===== config.mk =====
export PLATFORM = sky130hd
export DESIGN_NAME = rcgcd_check
export DESIGN_NICKNAME = d
export VERILOG_FILES = /design/src/design/assert_macros.svh /design/src/design/rcgcd_pkg.sv /design/src/design/rcgcd_check.sv
export SDC_FILE = /design/constraint.sdc
export NUM_CORES = 1
export LEC_CHECK = 0
export ABC_AREA = 1
export BUFFER_PORTS_ARGS = -buffer_cell sky130_fd_sc_hd__clkbuf_2
export CAP_MARGIN = 20
export CORE_MARGIN = 2
export CORE_UTILIZATION = 31
export DETAILED_ROUTE_END_ITERATION = 8
export HOLD_SLACK_MARGIN = 0.1
export PLACE_DENSITY_LB_ADDON = 0.15
export SYNTH_ARGS = -nofsm -noshare
export SYNTH_HDL_FRONTEND = slang
export SYNTH_SLANG_ARGS = --single-unit

===== constraint.sdc =====
create_clock -name clk_i -period 4.3 [get_ports clk_i]
set_input_delay 1.075 -clock clk_i [delete_from_list [all_inputs] [get_ports clk_i]]
set_output_delay 1.075 -clock clk_i [all_outputs]
set_load 0.02 [all_outputs]

===== src/design/assert_macros.svh =====
// Assertion helper macros, included by range_checked_gcd.sv.
`ifndef ASSERT_MACROS_SVH
`define ASSERT_MACROS_SVH
`ifndef NO_ASSERTIONS
`define ASSERT_CLK(label, prop, msg) \
  label: assert property (@(posedge clk_i) disable iff (!rst_ni) (prop)) else $error(msg);
`define ASSERT_NORST(label, prop, msg) \
  label: assert property (@(posedge clk_i) (prop)) else $error(msg);
`else
`define ASSERT_CLK(label, prop, msg)
`define ASSERT_NORST(label, prop, msg)
`endif
`endif


===== src/design/rcgcd_pkg.sv =====
package rcgcd_pkg;

  localparam int unsigned DataW  = 32;
  localparam int unsigned MagW   = 31;
  // One binary GCD step per stage: two steps per bit of magnitude, plus two.
  localparam int unsigned NumSteps = 2 * MagW + 2;
  localparam int unsigned ShW    = $clog2(MagW + 1);

  typedef enum logic [1:0] {
    REG_FIRST_LOW   = 2'd0,
    REG_FIRST_HIGH  = 2'd1,
    REG_SECOND_LOW  = 2'd2,
    REG_SECOND_HIGH = 2'd3
  } reg_idx_e;

  localparam logic [DataW-1:0] NumRegs = DataW'(4);

  typedef struct packed {
    logic signed [DataW-1:0] first_value;
    logic signed [DataW-1:0] second_value;
  } in_item_t;

  typedef struct packed {
    logic [MagW-1:0] divisor;
    logic            out_of_range;
  } out_item_t;

  // Working set that travels down the step pipeline.
  typedef struct packed {
    logic [MagW-1:0] a;
    logic [MagW-1:0] b;
    logic [ShW-1:0]  shift;
    logic            active;
    logic            out_of_range;
  } gcd_work_t;

  // One binary GCD step on a working set.
  function automatic gcd_work_t gcd_step(gcd_work_t w);
    gcd_work_t r;
    logic [MagW-1:0] hi;
    logic [MagW-1:0] lo;
    r = w;
    hi = (w.a > w.b) ? w.a : w.b;
    lo = (w.a > w.b) ? w.b : w.a;
    if (w.active && w.b != '0 && w.a != '0) begin
      if (!w.a[0] && !w.b[0]) begin
        r.a = w.a >> 1;
        r.b = w.b >> 1;
        r.shift = w.shift + ShW'(1);
      end else if (!w.a[0]) begin
        r.a = w.a >> 1;
      end else if (!w.b[0]) begin
        r.b = w.b >> 1;
      end else begin
        r.a = lo;
        r.b = (hi - lo) >> 1;
      end
    end
    return r;
  endfunction

endpackage


===== src/design/rcgcd_check.sv =====
module rcgcd_check (
  input  logic                     clk_i,
  input  logic                     rst_ni,
  input  logic                     cfg_we_i,
  input  logic [31:0]              cfg_idx_i,
  input  logic [31:0]              cfg_data_i,
  input  rcgcd_pkg::in_item_t      item_i,
  output rcgcd_pkg::gcd_work_t     work_o
);
  logic signed [31:0] f_lo_q, f_hi_q, s_lo_q, s_hi_q;
  logic               bad;
  logic               pos;

  // Capture configuration writes; indexes beyond the list are dropped.
  always_ff @(posedge clk_i or negedge rst_ni) begin
    if (!rst_ni) begin
      f_lo_q <= 32'sd1;
      f_hi_q <= 32'sh7fffffff;
      s_lo_q <= 32'sd1;
      s_hi_q <= 32'sh7fffffff;
    end else if (cfg_we_i && cfg_idx_i < rcgcd_pkg::NumRegs) begin
      case (rcgcd_pkg::reg_idx_e'(cfg_idx_i[1:0]))
        rcgcd_pkg::REG_FIRST_LOW:   f_lo_q <= cfg_data_i;
        rcgcd_pkg::REG_FIRST_HIGH:  f_hi_q <= cfg_data_i;
        rcgcd_pkg::REG_SECOND_LOW:  s_lo_q <= cfg_data_i;
        rcgcd_pkg::REG_SECOND_HIGH: s_hi_q <= cfg_data_i;
        default: ;
      endcase
    end
  end

  // Range check and seed the step pipeline.
  always_comb begin
    bad = (item_i.first_value < f_lo_q) || (item_i.first_value > f_hi_q) ||
          (item_i.second_value < s_lo_q) || (item_i.second_value > s_hi_q);
    pos = (item_i.first_value > 0) && (item_i.second_value > 0);
    work_o.a = item_i.first_value[30:0];
    work_o.b = item_i.second_value[30:0];
    work_o.shift = '0;
    work_o.active = !bad && pos;
    work_o.out_of_range = bad;
  end
endmodule


==> results by group, run 1 <==
Yosys
  • Ranking of synthesized cells by area: dfstp_2, dfrtp_1, ha_1, nand2_1, inv_1
  • Top post-synthesis cells by count: nand2_1, inv_1, o21ai_0, ha_1, buf_4
  • Synthesis-stage register bit count: 128
  • Sequential-to-total area share from yosys stat: 0.375
  • Synth top area share: 0.192
  • Number of synthesized flops with an enable pin: 0
  • Synth cell types: 23
  • Mapped Cells: 1104
  • Ys Warns: 0
  • Asr flop ratio synth: 1.00
  • Post-synth top flop: dfstp_2
  • Synthesized area per cell: 7.93 um^2
  • Synth area leader: dfstp_2
  • Mapped Area: 8760 um^2
  • Count leader, synth: nand2_1

Critical path
  • Worst-path maximum fanout: 4
  • CP required: 3.22 ns
  • CP max-delay cell: ha_4
  • CP startpoint kind: primary input
  • CP endpoint kind: output port
  • CP delay by family, top: simple AND/OR/NAND/NOR gates
  • Worst path bufs/invs: 3
  • CP peak stage delay: 0.33 ns
  • Most numerous cell on the critical path: nand2_1
  • Critical path class: in2out
  • Critical path arrival: 2.96 ns
  • Crit-path cells: clkbuf_2, ha_4, nand2_1, nor2_2, nand2_2, nor4_4, nand2_1, nand2_1, nand2_1, nand2_1, nand2_1, inv_1, nand2_2, nor2_1, buf_4

Global routing
  • Vias in the first global route: 7146
  • Initial antenna violation count: 0
  • First-pass GRT wire length: 37700 um
  • GR Util met2: 0.268
  • Grt met1 use: 0.236
  • Met3 Track Usage GR: 0.0252
  • GR Util All Layers: 0.166
  • Largest net degree at the start of global routing: 65
  • GRT overflow: 0
  • Busiest grt layer: met2

Run
  • Max-cap violations: 0

Clock network
  • Clock buffer depth: 2
  • CTS tree: done
  • Post-CTS Setup Inserts: 0
  • Clock sinks: 128
  • Worst-Skew Late Latency: 0.42 ns
  • Worst-path clk slew: 0.05 ns
  • Clock root cell: clkbuf_16
  • CTS Hold Bufs: 0
  • Cts bufs inserted: 17
  • H-tree Lvls: 4

Cells and area
  • Post-Layout Cell Count: 1632
  • Cell area after layout: 10300 um^2
  • Fillcell total: 2984
  • Synth-to-Final Area Change: 18.2%
  • Nets: 1498
  • FF+latch area: 3280 um^2
  • Area taken by multi-input logic gates: 4230 um^2
  • Layout cells sized above 1: 0.250
  • ANT cells: 0

Detailed routing
  • Drt total wl: 23100 um
  • Vias per Instance: 4.41
  • Antenna Nets Post-Route: 0
  • Vias: 7193
  • Initial DRC count: 363
  • DRC: 0
  • DR pass1 iterations: 6
  • Wirelength per Cell: 14.2 um

Placed design
  • HPWL after DPL: 17700 um
  • Placer Congestion: 0.814
  • DP Area: 9720 um^2
  • Placed cells: 1600
  • Port bufs: 194

Run status
  • Status: finished clean

Timing
  • RSZ-0062 raised after global routing: no
  • Final Hold Fails: 0
  • Final min period: 4.04 ns
  • Max frequency: 248 MHz
  • Worst Tran Pin Value: 0.747 ns
  • Final setup skew: 0 ns
  • Max transition margin: 0.502
  • Fin crit share: 0.939
  • Final slew viol count: 0
  • Final setup violation count: 0
  • Setup TNS: 0 ns

Power
  • Maximum vdd ir drop: 0.000194 V
  • Psw: 850 uW
  • Combinational share of power: 0.131
  • Reg power frac: 0.399
  • Leakage: 0.00476 uW
  • Clock network power share: 0.470
  • Cell internal pwr: 2170 uW
  • PwrDens: 292 nW/um^2
  • Switching Share: 0.281

Floorplanning
  • Die X: 172 um
  • Site row count: 61
  • Die area: 29600 um^2
  • Die Ht: 172 um
  • Core ar.: 27800 um^2
  • Ports: 200
  • Initial core utilization: 0.315

Min path
  • Hold WC Path Type: reg2reg
==> path summary, 6_finish.rpt <==
path	start	to	slack (ns)	depth (start not counted)
max	item_i[63]	work_o[1]	0.26	15
min	s_hi_q[5]	s_hi_q[5]	0.47	2
max reg2reg	f_hi_q[2]	f_hi_q[2]	3.53	2
min reg2reg	s_hi_q[5]	s_hi_q[5]	0.47	2
max in group asynchronous	rst_ni	s_hi_q[0]	2.70	2
min in group asynchronous	rst_ni	f_lo_q[18]	0.71	1
==> cell usage in the layout, fill, tap and decap left out, types with 3 or more instances in the layout <==
cell type   netlist  layout
dfstp_2          64      64
clkbuf_2          0     192
nor4_1           23      20
conb_1            1       5
clkbuf_16         0      17
nand4_1          15      15
nor2_1           39      38
o21ai_0         130     130
inv_1           190     190
ha_1            126     125
dfrtp_1          64      64
a21oi_1          60      60
nor3_1            5       5
nand3_2           4       4
nand3_1          14      14
o21ai_1          14      14
clkinv_4          0       4
nand2_1         253     251
o21a_1            5       5
clkinvlp_4        0       3
inv_6             0       3
buf_4            68      13
==> metrics by stage <==
stage          utilization  hold WS, ns  setup WS (ns)  power (uW)
2_1_floorplan            -        0.453          0.617        1460
3_3_place_gp         0.350        0.466         -0.141        1620
3_5_place_dp         0.350        0.467        -0.0946        1630
4_1_cts              0.371        0.476         0.0623        3070
5_1_grt              0.373        0.494        0.00690        3180
6_report             0.373        0.473          0.261        3020
==> final cells by class <==
class / instances / share of cell area
clock buffer: 19 / 0.0428
clock inverter: 13 / 0.0126
inverter: 190 / 0.0689
multi-input combinational: 698 / 0.409
sequential: 128 / 0.317
tap: 378 / 0.0457
timing repair buffer: 206 / 0.104
==> power groups by stage <==
stage | logic [uW] | clock network, uW | registers, uW
2_1_floorplan | 237 | 0 | 1230
3_3_place_gp | 397 | 0 | 1230
3_5_place_dp | 400 | 0 | 1230
4_1_cts | 402 | 1470 | 1210
5_1_grt | 457 | 1520 | 1210
6_report | 395 | 1420 | 1210
==> cell families (layout without fill, tap and decap cells) <==
logic type,after synthesis,after routing,synth area share
fa+ha+maj,126,126,0.180
flops,128,128,0.375
simple gates,355,355,0.171
other cells,1,5,0.000428
buf+inv,282,428,0.150
compound gates,212,212,0.124
==> sequential cells by signal, summed over array words and instances, names as in the netlist <==
signal	count
s_lo_q	32
f_lo_q	32
s_hi_q	32
f_hi_q	32
==> what timing repair did <==
item,4_1_cts,5_1_grt
pin swaps,0,2
endpoints found under the hold margin,0,0
gates resized for setup,1,11
setup endpoints to repair,1,1
==> worst reg2reg max path, stage by stage (launching register included) <==
cell and delay, ns:
dfstp_2 0.54, nand2_1 0.05, o21ai_0 0.11
==> routing by layer <==
layer,vias to the layer above,wire (um)
li1,3789,-
met1,3233,11500
met2,158,10600
met3,13,846
met4,0,224
met5,-,0
(Power assumes the default switching activity.)
==> run 2: changes to the inputs <==
==> constraint.sdc (replaced) <==
create_clock -name clk_i -period 4.1 [get_ports clk_i]
set_input_delay 1.025 -clock clk_i [delete_from_list [all_inputs] [get_ports clk_i]]
set_output_delay 1.025 -clock clk_i [all_outputs]
set_load 0.02 [all_outputs]
==> results by group, run 2 (synthesis results as in run 1) <==
Critical path
  • Critical path arrival: 2.86 ns
  • R2r setup slk: 3.32 ns
  • Launching point of the worst reg2reg path: f_hi_q[30]
  • CP Launch Point: item_i[63]
  • Worst-path maximum fanout: 4
  • CP required: 3.07 ns
  • CP endpoint kind: output port
  • Critical path class: in2out
  • CP startpoint kind: primary input

Global routing
  • First-pass GRT wire length: 36900 um
  • Largest net degree at the start of global routing: 65
  • Vias in the first global route: 6886
  • GRT overflow: 0
  • Initial antenna violation count: 0
  • GR Util All Layers: 0.164

Timing
  • Final min period: 3.88 ns
  • Final Hold Fails: 0
  • Max frequency: 258 MHz
  • Setup TNS: 0 ns
  • Max transition margin: 0.553
  • RSZ-0062 raised after global routing: no
  • Final slew viol count: 0
  • Final setup violation count: 0
  • Final setup skew: 0 ns
  • Worst Tran Pin Value: 0.671 ns
  • Fin crit share: 0.946

Cells and area
  • Synth-to-Final Area Change: 19.9%
  • Cell area after layout: 10500 um^2
  • ANT cells: 0
  • Layout cells sized above 1: 0.252
  • Commonest non-fill, non-tap cell in the layout: nand2_1
  • Most frequent cells in the layout: nand2_1, clkbuf_2, inv_1
  • Nets: 1501

Power
  • PwrDens: 333 nW/um^2
  • Leakage: 0.00483 uW
  • Maximum vdd ir drop: 0.000159 V

Detailed routing
  • Wirelength per Cell: 14.2 um
  • Antenna Nets Post-Route: 0
  • Drt total wl: 23100 um
  • Vias: 7230
  • DRC: 0
  • DR pass1 iterations: 5
  • Initial DRC count: 421
  • Vias per Instance: 4.42

Floorplanning
  • Die area: 29600 um^2
  • Ports: 200
  • Site row count: 61
  • Die X: 172 um
  • Core ar.: 27800 um^2
  • Initial core utilization: 0.315
  • Die Ht: 172 um

Run
  • Max-cap violations: 0

Placed design
  • Placer Congestion: 0.785
  • HPWL after DPL: 18000 um
  • DP Area: 9760 um^2
  • Port bufs: 194

Clock network
  • CTS tree: done
  • H-tree Lvls: 4
  • Worst-path clk slew: 0.06 ns
  • Clock buffer depth: 2
  • Post-CTS Setup Inserts: 0
  • Worst-Skew Late Latency: 0.42 ns
  • Clock root cell: clkbuf_16
  • Cts bufs inserted: 17
  • Clock sinks: 128

Run status
  • Status: finished clean

Min path
  • Hold wc startpoint: f_lo_q[0]
  • Hold WC Path Type: reg2reg
==> run 2: cell types whose count changed in the layout (fill, tap and decap cells not counted), sizes merged <==
| cell | delta |
|---|---|
| buf | +3 |
| bufinv | +6 |
| clkinv | -3 |
| inv | -3 |
==> run 2: routing by layer <==
| metal | part of all wire | track usage |
|---|---|---|
| met4 | 0.0099 | 0.0417 |
| met5 | 0 | 0 |
| met2 | 0.45 | 0.259 |
| met1 | 0.50 | 0.234 |
| met3 | 0.037 | 0.0256 |
==> run 2: final timing paths <==
path                              end  depth (start not counted)
setup reg to reg           f_hi_q[30]                          2
min in group asynchronous  f_lo_q[19]                          1
hold / removal              f_lo_q[0]                          2
hold reg to reg             f_lo_q[0]                          2
max in group asynchronous  s_hi_q[25]                          2
setup / recovery            work_o[1]                         15
==> run 2: final cells by class <==
class                      instances  area [um^2]
fill                            2995        17300
multi-input combinational        698         4230
sequential                       128         3280
timing repair buffer             209         1110
inverter                         190          713
tap                              378          473
clock buffer                      19          433
clock inverter                    13          259
==> run 2: worst max-delay path, stage by stage <==
cell and delay [ns]:
clkbuf_2 0.16, ha_1 0.36, nand2_1 0.08, nor2_1 0.13, nand2_1 0.10, nor4_2 0.22, nand2_1 0.12, nand2_1 0.07
nand2_1 0.04, nand3_1 0.06, nand2_1 0.05, inv_1 0.07, nand2_2 0.08, nor2_1 0.09, buf_2 0.17
==> run 2: report_power, final <==
group | total (uW) | internal, uW | switching [uW] | leakage [uW]
combinational | 414 | 151 | 262 | 0.00295
clock | 1810 | 1210 | 607 | 0.000324
sequential | 1270 | 1270 | 0.0000583 | 0.00155
total | 3490 | 2620 | 869 | 0.00483
==> run 2: what timing repair did <==
| item | CTS | global route |
|---|---|---|
| pin swaps | 0 | 5 |
| endpoints found under the setup margin | 1 | 2 |
| hold endpoints to repair | 0 | 0 |
| gates resized for setup | 1 | 10 |
| hold buffers | 0 | 0 |
==> run 2: stage by stage <==
step,util,total power [uW],setup slack [ns],cells,hold slack [ns]
floorplan,-,1540,0.517,1108,0.453
global placement,0.351,1700,-0.0237,1603,0.465
detailed placement,0.351,1710,-0.0324,1603,0.467
CTS,0.376,3550,0.0225,1635,0.477
global route,0.378,3660,0.0000602,1635,0.505
finish,0.378,3490,0.220,1635,0.474
==> run 3: changes to the inputs <==
==> constraint.sdc (replaced) <==
create_clock -name clk_i -period 4.36 [get_ports clk_i]
set_input_delay 1.09 -clock clk_i [delete_from_list [all_inputs] [get_ports clk_i]]
set_output_delay 1.09 -clock clk_i [all_outputs]
set_load 0.02 [all_outputs]
==> results by group, run 3 (synthesis results as in run 1) <==
Timing
  • Max frequency: 241 MHz
  • Final setup violation count: 0
  • Final min period: 4.15 ns
  • Worst Tran Pin Value: 0.677 ns
  • Final setup skew: 0 ns
  • Fin crit share: 0.953
  • Max transition margin: 0.545
  • Final Hold Fails: 0
  • Final slew viol count: 0
  • Hold WS: 0.473 ns
  • RSZ-0062 raised after global routing: no
  • Setup TNS: 0 ns

Power
  • PwrDens: 294 nW/um^2
  • Leakage: 0.00477 uW
  • Maximum vdd ir drop: 0.000199 V

Global routing
  • GR Util All Layers: 0.163
  • Largest net degree at the start of global routing: 70
  • Initial antenna violation count: 0
  • First-pass GRT wire length: 37000 um
  • GR Util met2: 0.258
  • GRT overflow: 0
  • Vias in the first global route: 6837
  • Grt met1 use: 0.238
  • Busiest grt layer: met2
  • Met3 Track Usage GR: 0.0206

Cells and area
  • Final Util: 0.374
  • Layout cells sized above 1: 0.251
  • ANT cells: 0
  • Most frequent cells in the layout: nand2_1, clkbuf_2, inv_1
  • Synth-to-Final Area Change: 18.6%
  • Nets: 1498
  • Commonest non-fill, non-tap cell in the layout: nand2_1
  • Fillcell total: 3040

Placed design
  • Placer Congestion: 0.793
  • HPWL after DPL: 17800 um
  • Port bufs: 194

Critical path
  • Launching point of the worst reg2reg path: f_hi_q[9]
  • CP startpoint kind: primary input
  • CP endpoint kind: output port
  • CP required: 3.27 ns
  • R2R depth: 2
  • Critical path class: in2out
  • R2R Path End: f_hi_q[9]
  • Worst-path maximum fanout: 4
  • R2r setup slk: 3.58 ns
  • CP Launch Point: item_i[63]
  • Critical path arrival: 3.06 ns

Clock network
  • Post-CTS Setup Inserts: 0
  • Cts bufs inserted: 17
  • Worst-Skew Late Latency: 0.42 ns
  • Clock sinks: 128
  • Worst-path clk slew: 0.06 ns
  • Clock buffer depth: 2
  • Clock root cell: clkbuf_16
  • H-tree Lvls: 4
  • CTS tree: done

Floorplanning
  • Initial core utilization: 0.315
  • Core ar.: 27800 um^2
  • Die X: 172 um
  • Die area: 29600 um^2
  • Die Ht: 172 um
  • Site row count: 61
  • Ports: 200

Run
  • Max-cap violations: 0

Run status
  • Status: finished clean

Detailed routing
  • Drt total wl: 22900 um
  • Wirelength per Cell: 14.0 um
  • Vias: 7172
  • DR pass1 iterations: 4
  • Initial DRC count: 379
  • Antenna Nets Post-Route: 0
  • DRC: 0
  • Vias per Instance: 4.39

Min path
  • Hold wc startpoint: s_hi_q[0]
  • Hold WC Path Type: reg2reg
  • WHS Endpoint: s_hi_q[0]
  • Hold Crit Depth: 2
-- run 3: cell count changes in the layout (fill, tap and decap cells not counted), sizes merged --
| cell | change |
|---|---|
| clkbuf | -2 |
| bufinv | -5 |
| inv | +7 |
| clkinv | -1 |
| buf | -3 |
| clkinvlp | +1 |
-- run 3: worst max path at each step --
stage                 to  slack, ns  cells after the start
6_report       work_o[1]       0.21                     15
5_1_grt        work_o[1]      0.008                     15
4_1_cts        work_o[1]       0.06                     15
3_5_place_dp   work_o[1]      -0.10                     15
3_3_place_gp   work_o[1]      -0.13                     15
2_1_floorplan  work_o[1]       0.65                     11
-- run 3: metal layers --
metal	wire, um	share of wire	vias up
met2	10300	0.45	136
met4	208	0.0091	0
met1	11700	0.51	3231
met3	649	0.028	14
li1	-	-	3791
met5	0	0	-
-- run 3: layout make-up --
class,count,area [um^2],area share
clock inverters,15,174,0.0168
clock buffers,17,425,0.0410
repair buffers,206,1080,0.104
inverters,190,713,0.0687
well taps,378,473,0.0456
multi-input cells,698,4240,0.408
flip-flops and latches,128,3280,0.316
-- run 3: metrics by stage --
stage          area [um^2]  instances  setup WS (ns)  power [uW]
6_report             10400       1632          0.206        3060
4_1_cts              10300       1632         0.0633        3100
3_5_place_dp          9720       1600         -0.105        1600
5_1_grt              10400       1632        0.00835        3210
2_1_floorplan         8770       1108          0.647        1440
3_3_place_gp          9720       1600         -0.125        1600
-- run 3: what timing repair did --
item,in CTS,in global routing
gates resized for setup,1,10
setup endpoints to repair,1,1
pin swaps,0,2
hold buffers,0,0
-- run 3: critical path, stage by stage --
cell and delay, ns:
clkbuf_2 0.19, ha_4 0.34, nand2_1 0.08, nor2_2 0.14, nand2_2 0.10, nor4_4 0.33, nand2_1 0.13, nand2_1 0.08
nand2_1 0.05, nand2_1 0.05, nand2_1 0.05, inv_1 0.06, nand2_1 0.09, nor2_1 0.11, buf_2 0.17
-- run 3: power by group --
group	total (uW)	internal [uW]	switching, uW
Combinational	389	142	248
Sequential	1190	1190	0.0000543
Clock	1480	861	614
Total	3060	2190	862
