File: src/design/assert_macros.svh
// Assertion helper macros, included by range_checked_gcd.sv.
`ifndef ASSERT_MACROS_SVH
`define ASSERT_MACROS_SVH
`ifndef NO_ASSERTIONS
`define ASSERT_CLK(label, prop, msg) \
  label: assert property (@(posedge clk_i) disable iff (!rst_ni) (prop)) else $error(msg);
`define ASSERT_NORST(label, prop, msg) \
  label: assert property (@(posedge clk_i) (prop)) else $error(msg);
`else
`define ASSERT_CLK(label, prop, msg)
`define ASSERT_NORST(label, prop, msg)
`endif
`endif

File: src/design/rcgcd_pkg.sv
package rcgcd_pkg;

  localparam int unsigned DataW  = 32;
  localparam int unsigned MagW   = 31;
  // One binary GCD step per stage: two steps per bit of magnitude, plus two.
  localparam int unsigned NumSteps = 2 * MagW + 2;
  localparam int unsigned ShW    = $clog2(MagW + 1);

  typedef enum logic [1:0] {
    REG_FIRST_LOW   = 2'd0,
    REG_FIRST_HIGH  = 2'd1,
    REG_SECOND_LOW  = 2'd2,
    REG_SECOND_HIGH = 2'd3
  } reg_idx_e;

  localparam logic [DataW-1:0] NumRegs = DataW'(4);

  typedef struct packed {
    logic signed [DataW-1:0] first_value;
    logic signed [DataW-1:0] second_value;
  } in_item_t;

  typedef struct packed {
    logic [MagW-1:0] divisor;
    logic            out_of_range;
  } out_item_t;

  // Working set that travels down the step pipeline.
  typedef struct packed {
    logic [MagW-1:0] a;
    logic [MagW-1:0] b;
    logic [ShW-1:0]  shift;
    logic            active;
    logic            out_of_range;
  } gcd_work_t;

  // One binary GCD step on a working set.
  function automatic gcd_work_t gcd_step(gcd_work_t w);
    gcd_work_t r;
    logic [MagW-1:0] hi;
    logic [MagW-1:0] lo;
    r = w;
    hi = (w.a > w.b) ? w.a : w.b;
    lo = (w.a > w.b) ? w.b : w.a;
    if (w.active && w.b != '0 && w.a != '0) begin
      if (!w.a[0] && !w.b[0]) begin
        r.a = w.a >> 1;
        r.b = w.b >> 1;
        r.shift = w.shift + ShW'(1);
      end else if (!w.a[0]) begin
        r.a = w.a >> 1;
      end else if (!w.b[0]) begin
        r.b = w.b >> 1;
      end else begin
        r.a = lo;
        r.b = (hi - lo) >> 1;
      end
    end
    return r;
  endfunction

endpackage

File: src/design/rcgcd_stage.sv
module rcgcd_stage (
  input  logic                 clk_i,
  input  logic                 rst_ni,
  input  logic                 en_i,
  input  logic                 valid_i,
  input  rcgcd_pkg::gcd_work_t work_i,
  output logic                 valid_o,
  output rcgcd_pkg::gcd_work_t work_o
);
  logic                 valid_q;
  rcgcd_pkg::gcd_work_t work_q;

  // Advance one step when the pipeline moves.
  always_ff @(posedge clk_i or negedge rst_ni) begin
    if (!rst_ni) begin
      valid_q <= 1'b0;
    end else if (en_i) begin
      valid_q <= valid_i;
    end
  end

  always_ff @(posedge clk_i) begin
    if (en_i) begin
      work_q <= rcgcd_pkg::gcd_step(work_i);
    end
  end

  assign valid_o = valid_q;
  assign work_o  = work_q;
endmodule

File: config.mk
export PLATFORM = sky130hd
export DESIGN_NAME = rcgcd_stage
export DESIGN_NICKNAME = d
export VERILOG_FILES = /design/src/design/assert_macros.svh /design/src/design/rcgcd_pkg.sv /design/src/design/rcgcd_stage.sv
export SDC_FILE = /design/constraint.sdc
export NUM_CORES = 1
export LEC_CHECK = 0
export BUFFER_PORTS_ARGS = -buffer_cell sky130_fd_sc_hd__buf_2
export CAP_MARGIN = 5
export CELL_PAD_IN_SITES_DETAIL_PLACEMENT = 1
export CELL_PAD_IN_SITES_GLOBAL_PLACEMENT = 2
export CORE_AREA = 4 4 151 153
export DETAILED_ROUTE_END_ITERATION = 10
export DIE_AREA = 0 0 155 157
export GPL_TIMING_DRIVEN = 0
export MAX_ROUTING_LAYER = met4
export PLACE_DENSITY_LB_ADDON = 0.12
export SYNTH_ARGS = -nofsm -noshare
export SYNTH_HDL_FRONTEND = slang
export SYNTH_SLANG_ARGS = --single-unit
File: constraint.sdc
create_clock -name clk_i -period 0.8 [get_ports clk_i]
set_input_delay 0.16 -clock clk_i [delete_from_list [all_inputs] [get_ports clk_i]]
set_output_delay 0.16 -clock clk_i [all_outputs]
set_load 0.1 [all_outputs]
==> results of run 1 <==
## final timing paths
check                            from         end  slack, ns  cells after the start
min                           valid_i     valid_o       0.04                      2
max                        work_i[66]  work_o[35]      -2.71                     18
max reg2reg                   valid_o     valid_o      -0.06                      1
max in group asynchronous      rst_ni     valid_o       0.59                      2
min reg2reg                   valid_o     valid_o       0.60                      1
min in group asynchronous      rst_ni     valid_o       0.11                      2
## synthesized netlist by cell type (7+ instances only)
library cell   n  area, µm²
a21oi_1       37        185
buf_2         20        100
xnor2_1       19        166
xor2_1        12        105
nand4_1       24        150
edfxtp_1      69       2070
nor2_1        97        364
o21ai_0       40        200
nand2b_1      15       93.8
nor3_1        17       85.1
nand3_1       11       55.1
clkbuf_1      21       78.8
a21o_1         7       52.6
a22oi_1       18        135
inv_1         43        161
a31oi_1       18        113
nor4_1        20        125
or3_1          8       50.1
ha_1          34        425
nand2_1       60        225
o22ai_1       52        325
## metrics by stage
step                utilization, %  total power [mW]  cell area (µm²)  hold WS (ns)  setup TNS (ns)
global route                  51.3              22.0            11100        0.0435         -168.95
finish                        51.3              21.2            11100        0.0428         -159.88
global placement              35.6              12.5             7680       -0.0656         -280.05
detailed placement            35.6              12.6             7680       -0.0639         -248.35
floorplan                        -              10.6             6620        -0.136         -148.80
CTS                           47.4              20.2            10200        0.0316         -163.47
## final cells by class
| class | instances | share of cell area, % |
|---|---|---|
| sequential | 70 | 19.0 |
| inverter | 44 | 2.22 |
| clock inverter | 7 | 1.32 |
| timing repair buffer | 284 | 24.1 |
| buffer | 29 | 3.08 |
| multi-input combinational | 581 | 45.1 |
| clock buffer | 9 | 2.04 |
| tap | 280 | 3.17 |
## metal layers
metal | up-vias | routed length, µm | track usage (%)
met3 | 57 | 1240 | 2.78
met4 | 0 | 835 | 8.24
li1 | 3362 | - | -
met1 | 3643 | 14000 | 32.9
met5 | - | 0 | -
met2 | 227 | 15600 | 41.8
## timing repair
item                                    in CTS  in global routing
hold endpoints to repair                     2                  0
hold buffers                                 2                  0
endpoints found under the setup margin     207                138
cloned                                       4                  1
setup buffers                               83                 57
gates resized for setup                    389                127
pin swaps                                   83                 72
## critical path: cells and delay by family
family          cells  cell delay [ns]
fa+ha+maj           1             0.28
compound gates      9             1.93
simple gates        3             0.46
buf+inv             5             0.83
## power by group through the flow
stage,Clock (mW),Combinational [mW],Sequential (mW)
2_1_floorplan,0,3.15,7.44
3_3_place_gp,0,7.84,4.66
3_5_place_dp,0,7.88,4.68
4_1_cts,5.38,10.1,4.70
5_1_grt,5.48,11.8,4.73
6_report,5.25,11.3,4.70
## state kept, by name, summed over array words and instances (netlist names)
name     count
work_o      69
valid_o      1
## kinds of logic after synthesis
kind of cell    count (synthesis)  share of synthesized area (%)
compound gates                227                           24.8
xor+xnor                       31                           4.42
fa+ha+maj                      34                           6.92
buf+inv                        90                           6.29
flops                          70                           34.1
mux                             8                           1.34
simple gates                  281                           22.1
## cell usage in the layout, fill, tap and decap left out, types with 7 or more instances in the layout
cell       instances
buf_4            126
buf_6            107
nor2_1            88
edfxtp_1          69
nand2_1           49
o22ai_1           42
ha_4              31
buf_2             30
nand4_1           24
a21oi_1           20
o21ai_1           17
inv_1             15
buf_12            15
nand2b_1          15
a21oi_2           14
nor4_1            14
xnor2_1           14
clkbuf_16         13
o21ai_0           13
a22oi_1           13
nor3_1            12
a31oi_1           12
inv_2             11
inv_4             10
o21ai_2           10
buf_8             10
xor2_1            10
o22ai_2            8
or3_1              8
nor2_2             7
clkbuf_1           7
a21o_1             7
==> results, run 1 <==
- Summing every instance area after synthesis gives 0.00615 mm².
- The CTS buffer count is 9.
- The initial antenna violation count is 0.
- The via count normalized by instance count is 5.59.
- The leakage dissipation is 4.32 nW.
- The worst-case headroom to the max-slew limit is 18.5%.
- The flow ran to the end, but the final reports show violations.
- After global routing the overflow that remains totals 0.
- The longest individual stage delay on the worst path is 0.49 ns.
- The via count of the first global-routing pass is 7494.
- The largest net degree at the start of global routing is 71.
- The peak supply drop is 0.00109 V.
- The floorplan step set the die width to 155 µm.
- Synthesis produced a netlist with a net count of 848.
- The share of power burned in combinational logic is 53.1%.
- The distinct cell type count after synthesis is 63.
- The region available for standard cell placement spans 0.0216 mm².
- The die extent in y is 157 µm.
- After synthesis, the mean cell area works out to 8.30 µm².
- The cell at the root of the clock tree is clkbuf_16.
- The Yosys warning count is 0.
- Internal power comes to 12.2 mW.
- The port buffer count is 141.
- The non-filler instance count after layout is 1304.
- The share of synthesized registers carrying an async set or reset is 1.43%.
- The share of power burned in the clock network is 24.8%.
- The worst setup path is launched from an input pin.
- Wires add up to 31600 µm.
- The count of boundary I/O pins is 143.
- The layout has 2393 filler cells.
- At the end of the flow, the number of nets in the layout was 1126.
- For this block, the initial DRC count from the detailed router was 449.
- The sequential cells in the finished layout cover a total of 0.00210 mm².
- Dividing total power by cell area gives a power density of 1920 mW/mm².
- Along the worst path, the maximum fanout reaches 6.
- The number of enable flip-flop cells after synthesis is 69.
- The average wire per standard cell is 24.2 µm.
- At the pin with the least slew margin, the transition time is 1.21 ns.
- The final estimated routing congestion in global placement is 0.904.
- Before CTS, the worst setup slack after placement is -3.98 ns.
- The wire length of the first global-routing pass is 45900 µm.
- The number of instances in the synthesized netlist is 741.
- The critical path is of the input pin to flip-flop type.
- The floorplan has 54 rows.
- The wire-length estimate of the detail-placed layout is 21300 µm.
- The proportion of synthesized chip area in sequential cells is 34.1%.
- The pre-antenna-repair detailed-routing pass consisted of 6 iterations.
- The slowest library cell on the worst path is a2111oi_4.
- The CTS tree is built.
- The reported net switching power is 8.96 mW.
- The cell count after placement is 1162.
- Clock-pin slew was measured on the worst setup and hold paths at 0.06 ns.
- The signal on the critical path passes through clkbuf_4 > ha_4 > buf_4 > a21oi_1 > o21ai_2 > a21oi_2 > nand4_1 > buf_4 > buf_6 > nand4_1 > o22ai_4 > a211o_1 > a2111oi_4 > a31oi_4 > buf_4 > a22oi_2 > nor2_1 > a211oi_2.
- The number of diodes added for antenna fixing is 0.
- The total via count in the routed design is 7289.
- Setup repair after global routing could not meet its margin everywhere.
- The later pin in the worst-skew pair is clocked with a latency of 0.35 ns.
- For this run, the top clock speed supported by timing is 285 MHz.
- The final-report hold violation count is 0.
- STA classifies the critical path endpoint as a flip-flop.
- After layout, the worst path uses 439% of the clock period.
- Counting flops and latches in the post-synthesis netlist gives 70.
- The worst clock skew is 0 ns.
- The starting utilization of the core area is 28.5%.
- The number of failing setup endpoints in the final timing report is 138.
- The count of nets left with antenna violations once routing finished came out at 0.
- The max-capacitance violation count is 0.
- The area taken by multi-input logic gates is 0.00498 mm².
- The remaining design rule violation count is 0.
- In the final layout, the share of cells above drive strength 1 is 51.2%.
- The CTS H-tree depth is 3.
- Data on the critical path is required at its endpoint by 0.97 ns.
- In the post-route analysis, the smallest setup slack over all paths is -2.71 ns.
- Compared with the post-synthesis result, the final layout area differs by 79.9%.
- In this design, the critical path's most frequently occurring cell is buf_4.
- The arrival time of the worst setup path is 3.68 ns.
- For this run, the leading register cell type out of synthesis is edfxtp_1.
- The area of the die is 0.0243 mm².
- The final max-slew violation count came to 0.
- In this run the worst hold path is classified as input pin to flip-flop.
- The clock passes through at most 2 buffers.
- The switching share of power is 42.2%.
- The post-route minimum period is 3.51 ns.
- The checks that failed: setup timing.
- The sink count of the clock tree is 70.
- Sequential cells account for 22.1% of the total power.
- Global routing consumed, over all layers together, 25.4% of the routing resources.
No activity file was read; power rests on OpenSTA's default activity.
==> run 2, diff against run 1 <==
--- a/config.mk
+++ b/config.mk
@@ -5,7 +5,7 @@
 export SDC_FILE = /design/constraint.sdc
 export NUM_CORES = 1
 export LEC_CHECK = 0
-export BUFFER_PORTS_ARGS = -buffer_cell sky130_fd_sc_hd__buf_2
+export BUFFER_PORTS_ARGS = -buffer_cell sky130_fd_sc_hd__buf_4
 export CAP_MARGIN = 5
 export CELL_PAD_IN_SITES_DETAIL_PLACEMENT = 1
 export CELL_PAD_IN_SITES_GLOBAL_PLACEMENT = 2
==> results, run 2 (synthesis results as in run 1) <==
- The cell depth of the worst flop-to-flop path is 1 (unchanged).
- The share of power burned in combinational logic is 54.0% (+0.9 points).
- The placed standard-cell area is 0.00803 mm² (+4.6%).
- The max-capacitance violation count is 0 (unchanged).
- The register-to-register path setup slack came to -0.06 ns (about the same).
- The via count of the first global-routing pass was 7498 (+0.053%).
- The CTS tree is built.
- The starting utilization of the core area is 28.5% (unchanged).
- The post-route minimum period came to 3.49 ns (-0.0198 ns).
- The leakage dissipation came to 4.48 nW (+3.7%).
- The number of detailed-routing iterations run before antenna repair is 5 (-1).
- The initial antenna violation count is 0 (unchanged).
- The via count normalized by instance count is 5.63 (+0.73%).
- The power density of the placed cells came to 1860 mW/mm² (-3.1%).
- The average wire per standard cell is 24.5 µm (+1.1%).
- The port buffer count is 141 (unchanged).
- The required time of the worst setup path is 0.95 ns (-0.02 ns).
- The clock insertion delay at the later pin of the skew report is 0.35 ns (about the same).
- The global-route total usage across every layer is 24.9% (-0.47 points).
- The final max-slew violation count came to 0 (unchanged).
- The non-filler instance count after layout is 1305 (+0.077%).
- Relative to the synthesized area, the layout overhead comes to 88.2%.
- The post-DP HPWL came to 21400 µm (+0.84%).
- The maximum operating frequency is 286 MHz (+0.57%).
- The switching share of power is 42.1% (-0.16 points).
- The cell area after layout is 0.0116 mm² (+4.6%).
- The register share of total power was 21.8% (-0.3 points).
- The sink count of the clock tree is 70 (unchanged).
- The worst hold path terminates at work_o[1].
- The commonest non-fill, non-tap cell in the layout is buf_4.
- The number of DRC markers after the initial detailed-route iteration was 428 (-4.7%).
- The die extent in y is 157 µm (unchanged).
- The peak supply drop is 0.00116 V (+6.9%).
- The share of power burned in the clock network came to 24.2% (-0.6 points).
- The cell count after placement is 1162 (unchanged).
- The arrival time of the worst setup path is 3.64 ns (-0.04 ns).
- The setup path with the least slack is of type input pin to flip-flop.
- The run finished, with violations left.
- The worst setup timing slack at the placement stage was -3.92 ns (+0.0622 ns).
- The final core utilization is 53.7% (+2.4 points).
- The total wire length after detailed routing came to 32000 µm (+1.1%).
- The clock transition at the register clock pins on the worst setup and hold paths after CTS is 0.06 ns (about the same).
- The row count was 54 (unchanged).
- The endpoint kind of the worst setup timing path is a flip-flop.
- The largest net degree at the start of global routing came to 71 (unchanged).
- The total via count in the routed design is 7348 (+0.81%).
- The class of the worst hold path is input pin to flip-flop.
- The internal portion of total power is 12.5 mW (+1.7%).
- The final-stage net count was 1127 (+0.089%).
- The checks that failed: setup timing.
- The number of diodes added for antenna fixing came to 0 (unchanged).
- The period utilization came to 437% (-2.5 points).
- Setup repair after global routing could not meet its margin everywhere.
- The final-report hold violation count is 0 (unchanged).
- The start point of the worst min-delay path is work_i[1].
- The instance count along the most critical hold path is 1 (-1).
- The startpoint of the lowest-slack register-to-register path is valid_o.
- The count of boundary I/O pins came to 143 (unchanged).
- The sum of internal, switching and leakage power is 21.5 mW (+1.4%).
- The critical-path maximum fanout is 9 (+3).
- The final estimated routing congestion in global placement came to 0.892 (-1.3%).
- The area of the die is 0.0243 mm² (unchanged).
- The share of layout cells above drive strength 1 is 53.9% (+2.7 points).
- The worst-case setup margin in the final layout was -2.69 ns (+0.0198 ns).
- The worst-case headroom to the max-slew limit was 17.9% (-0.54 points).
- The remaining design rule violation count came to 0 (unchanged).
- The number of antenna-violating nets in the routed design was 0 (unchanged).
- The placeable core region is 0.0216 mm² (unchanged).
- The root buffer cell chosen for the clock tree is clkbuf_16.
- The reported net switching power is 9.05 mW (+1.0%).
- In the layout the commonest cells are 143 x buf_4, 112 x buf_6, 90 x nor2_1.
- The slew at the pin closest to its max-slew limit came to 1.22 ns (+0.00808 ns).
- The CTS buffer count is 9 (unchanged).
- The final sum of negative setup slack is -160.75 ns (-0.863 ns).
- The maximum clock path buffer count is 2 (unchanged).
- The die extent in x is 155 µm (unchanged).
- The wire length of the first global-routing pass was 45000 µm (-1.9%).
- The worst clock skew is 0 ns (unchanged).
- The flip-flop count of the largest register after layout was 69 (unchanged).
- The critical path startpoint category is an input pin.
- The CTS H-tree depth is 3 (unchanged).
- The worst hold slack came to 0.0302 ns (-0.0126 ns).
- The endpoint identified for the worst register-to-register timing path is valid_o.
- The sum of overflow across all layers after global routing is 0 (unchanged).
- The number of failing setup endpoints in the final timing report came to 138 (unchanged).
run 2: cell types whose count changed in the layout (fill, tap and decap cells not counted), sizes merged:
cell,before,now
inv,42,40
clkbuf,32,26
buf,288,295
clkinvlp,1,3
run 2: metal layers:
metal,vias up,global-route usage (%),wire length (µm)
met1,3668,32.1,13900
li1,3368,-,-
met5,-,-,0
met4,0,8.96,1080
met2,251,40.8,15600
met3,61,2.72,1360
run 2: what timing repair did:
action,in CTS,in global routing
pin swaps,84,109
gates resized for setup,301,167
setup buffers,89,53
setup endpoints to repair,207,138
endpoints found under the hold margin,2,0
cloned,0,4
hold buffers,2,0
run 2: power groups by stage:
stage | clock network (mW) | logic, mW | registers, mW
floorplan | 0 | 3.15 | 7.44
global placement | 0 | 8.18 | 4.68
detailed placement | 0 | 8.23 | 4.69
CTS | 5.28 | 10.3 | 4.69
global route | 5.43 | 12.1 | 4.73
finish | 5.20 | 11.6 | 4.69
run 2: how the worst max path moves through the flow:
stage	from	end	slack (ns)	depth (start not counted)
CTS	work_i[30]	work_o[33]	-2.64	21
global placement	work_i[21]	work_o[36]	-3.91	21
detailed placement	work_i[21]	work_o[36]	-3.92	21
global route	work_i[19]	work_o[33]	-2.87	19
floorplan	work_i[29]	work_o[36]	-2.54	18
finish	work_i[13]	work_o[33]	-2.69	18
run 2: area by class of cell:
type | count | area, µm²
fillers | 2312 | 9980
multi-input cells | 581 | 5220
repair buffers | 283 | 2900
flip-flops and latches | 70 | 2100
plain buffers | 31 | 358
well taps | 280 | 350
inverters | 44 | 272
clock buffers | 9 | 225
clock inverters | 7 | 146
run 2: worst max-delay path: stages:
cell,delay [ns]
buf_8,0.14
inv_4,0.05
ha_4,0.34
nand4_1,0.23
nor4_4,0.32
and3_4,0.24
buf_6,0.11
nor3_4,0.05
buf_6,0.13
buf_6,0.13
o31ai_2,0.25
o21bai_4,0.21
nor3b_2,0.29
a2111oi_4,0.10
a31oi_4,0.29
a31oi_4,0.12
xor2_1,0.15
a222oi_1,0.32
==> run 3, diff against run 2 <==
--- a/config.mk
+++ b/config.mk
@@ -9,12 +9,13 @@
 export CAP_MARGIN = 5
 export CELL_PAD_IN_SITES_DETAIL_PLACEMENT = 1
 export CELL_PAD_IN_SITES_GLOBAL_PLACEMENT = 2
-export CORE_AREA = 4 4 151 153
+export CORE_AREA = 4 4 144 146
 export DETAILED_ROUTE_END_ITERATION = 10
-export DIE_AREA = 0 0 155 157
+export DIE_AREA = 0 0 148 150
 export GPL_TIMING_DRIVEN = 0
 export MAX_ROUTING_LAYER = met4
 export PLACE_DENSITY_LB_ADDON = 0.12
+export RECOVER_POWER = 25
 export SYNTH_ARGS = -nofsm -noshare
 export SYNTH_HDL_FRONTEND = slang
 export SYNTH_SLANG_ARGS = --single-unit
==> constraint.sdc (replaced) <==
create_clock -name clk_i -period 3.7 [get_ports clk_i]
set_input_delay 0.74 -clock clk_i [delete_from_list [all_inputs] [get_ports clk_i]]
set_output_delay 0.74 -clock clk_i [all_outputs]
set_load 0.1 [all_outputs]
==> results, run 3 (synthesis results as in run 1) <==
- The run finished, with violations left.
- The checks that failed: capacitance limit, slew limit, setup timing.
- The largest net degree at the start of global routing is 71 (unchanged).
- The slew at the pin closest to its max-slew limit was 1.84 ns (+0.616 ns).
- The total wire length after detailed routing is 30900 µm (-3.3%).
- The final core utilization is 54.3% (+0.62 points).
- The number of antenna-violating nets in the routed design is 0 (unchanged).
- The clock insertion delay at the later pin of the skew report was 0.34 ns (about the same).
- The area of the die came to 0.0222 mm² (-8.8%).
- The arrival time of the worst setup path was 4.11 ns (+0.47 ns).
- The starting utilization of the core area is 31.7% (+3.2 points).
- The register share of total power came to 22.5% (+0.7 points).
- The worst clock skew is 0 ns (unchanged).
- The top cell types in the final layout, fill and taps aside, are 230 x buf_4, 92 x nor2_1, 69 x edfxtp_1.
- The final max-slew violation count was 71 (+71).
- The via count normalized by instance count was 5.71 (+1.4%).
- The remaining design rule violation count came to 0 (unchanged).
- The final-report hold violation count is 0 (unchanged).
- Dividing the final minimum period by the clock period gives 110%.
- The number of filler cells placed in the layout was 2216 (-4.2%).
- The final-stage net count came to 1123 (-0.35%).
- The detailed route wirelength on metal3 came to 1370 µm (+0.51%).
- After layout, the minimum clock period comes to 4.06 ns.
- The cell at the root of the clock tree is clkbuf_16.
- STA classifies the critical path endpoint as a flip-flop.
- The maximum operating frequency is 246 MHz.
- The clock transition at the register clock pins on the worst setup and hold paths after CTS was 0.06 ns (about the same).
- The sum of overflow across all layers after global routing came to 0 (unchanged).
- The number of DRC markers after the initial detailed-route iteration is 442 (+3.3%).
- The power density of the placed cells was 422 mW/mm² (-77%).
- The number of diodes added for antenna fixing was 0 (unchanged).
- The die extent in y is 150 µm (-4.5%).
- The count of boundary I/O pins is 143 (unchanged).
- The reported net switching power came to 1.89 mW (-79%).
- The worst-case setup margin in the final layout is -0.360 ns (+2.33 ns).
- The final sum of negative setup slack is -5.41 ns (+155.34 ns).
- The met1 wire length is 13400 µm (-3.9%).
- The number of failing setup endpoints in the final timing report is 26 (-81%).
- The switching share of power is 42.4% (+0.36 points).
- The final estimated routing congestion in global placement is 0.904 (+1.3%).
- The layout overhead on the synthesized area is 71.4%.
- The post-DP HPWL is 21100 µm (-1.6%).
- The internal portion of total power is 2.56 mW (-79%).
- Setup repair after global routing could not meet its margin everywhere.
- STA classifies the critical path startpoint as an input pin.
- The share of power burned in combinational logic is 52.3% (-1.7 points).
- The sink count of the clock tree is 70 (unchanged).
- The global-route total usage across every layer is 27.4% (+2.5 points).
- The wire length of the first global-routing pass came to 45400 µm (+0.87%).
- The worst setup timing slack at the placement stage is -1.51 ns (+2.41 ns).
- The placeable core region is 0.0194 mm² (-10%).
- The initial antenna violation count came to 0 (unchanged).
- The CTS tree is built.
- The met2 wire length is 15200 µm (-2.3%).
- The share of layout cells above drive strength 1 is 48.4% (-5.5 points).
- The maximum clock path buffer count is 2 (unchanged).
- The leakage dissipation is 4.10 nW (-8.6%).
- The CTS buffer count is 9 (unchanged).
- The worst-case headroom to the max-slew limit is -22.5% (-40 points).
- The CTS H-tree depth is 3 (unchanged).
- The peak supply drop is 0.000227 V (-80%).
- The max-capacitance violation count is 1 (+1).
- The required time of the worst setup path is 3.75 ns (+2.80 ns).
- The critical-path maximum fanout is 6 (-3).
- The via count of the first global-routing pass is 7602 (+1.4%).
- The quantity of hold-fixing buffers added after cts came to 0 (-2).
- The flip-flop count of the largest register after layout came to 69 (unchanged).
- The number of detailed-routing iterations run before antenna repair came to 4 (-1).
- By startpoint and endpoint, the worst setup path is classified as input pin to flip-flop.
- The highest metal layer carrying signal wires in the routed design is met4.
- The share of power burned in the clock network came to 25.2% (+1.0 points).
- The total via count in the routed design is 7344 (-0.054%).
- The average wire per standard cell came to 24.0 µm (-1.9%).
- In this run the worst hold path is classified as input pin to asynchronous set/reset pin.
- The port buffer count is 141 (unchanged).
- Leaving out fill and tap cells, the most frequent cell in the layout is buf_4.
- The die extent in x is 148 µm (-4.5%).
- The row count came to 51 (-5.6%).
## run 3: repair_timing
action | CTS | global route
buffers inserted | 99 | 44
resized for setup | 181 | 127
cloned | 1 | 0
setup endpoints to repair | 58 | 58
pin swaps | 71 | 63
## run 3: layout make-up
| type | instances | area, µm² | share of cell area (%) |
|---|---|---|---|
| well taps | 265 | 332 | 3.15 |
| flip-flops and latches | 70 | 2100 | 19.9 |
| clock inverters | 7 | 146 | 1.39 |
| repair buffers | 279 | 2390 | 22.7 |
| inverters | 44 | 250 | 2.38 |
| plain buffers | 31 | 230 | 2.19 |
| multi-input cells | 581 | 4860 | 46.1 |
| clock buffers | 9 | 225 | 2.14 |
## run 3: worst paths after layout
| kind | from | endpoint | slack, ns | depth (start not counted) |
|---|---|---|---|---|
| max | work_i[38] | work_o[36] | -0.36 | 22 |
| min | rst_ni | valid_o | 0.18 | 1 |
| max reg2reg | valid_o | valid_o | 2.95 | 1 |
| min reg2reg | valid_o | valid_o | 0.52 | 1 |
| max in group asynchronous | rst_ni | valid_o | 3.44 | 1 |
| min in group clk_i | valid_o | valid_o | 0.52 | 1 |
## run 3: stage by stage
stage               area [µm²]  power (mW)  std cells  hold WS [ns]
floorplan                 6520        2.27        741         0.444
global placement          7910        2.75       1147         0.493
detailed placement        7910        2.77       1147         0.509
CTS                       9850        4.26       1256         0.149
global route             10500        4.62       1286         0.172
finish                   10500        4.45       1286         0.181
## run 3: layer usage
layer  GRT usage (%)  up-vias
met5               -        -
met4            10.9        0
met3            3.54       60
met2            45.0      231
met1            34.4     3689
li1                -     3364
## run 3: power by group through the flow
| stage | logic (mW) | clock network (mW) | registers [mW] |
|---|---|---|---|
| 6_report | 2.33 | 1.12 | 0.999 |
| 5_1_grt | 2.44 | 1.18 | 1.01 |
| 4_1_cts | 2.12 | 1.15 | 0.999 |
| 3_5_place_dp | 1.76 | 0 | 1.01 |
| 3_3_place_gp | 1.74 | 0 | 1.01 |
| 2_1_floorplan | 0.667 | 0 | 1.61 |
## run 3: critical path, cell delays in order
cell and delay (ns):
buf_6 0.12, clkinvlp_4 0.14, ha_1 0.20, nand3b_1 0.18
a211oi_2 0.24, o21ai_2 0.10, buf_4 0.15, nand4_1 0.11
buf_4 0.16, nand3_4 0.09, buf_8 0.14, nor2_4 0.09
a22oi_2 0.08, ha_2 0.21, nor3_4 0.17, o22ai_4 0.12
a21oi_4 0.21, o211ai_4 0.14, a31oi_4 0.26, o221ai_2 0.15
xnor2_1 0.18, a31oi_1 0.10
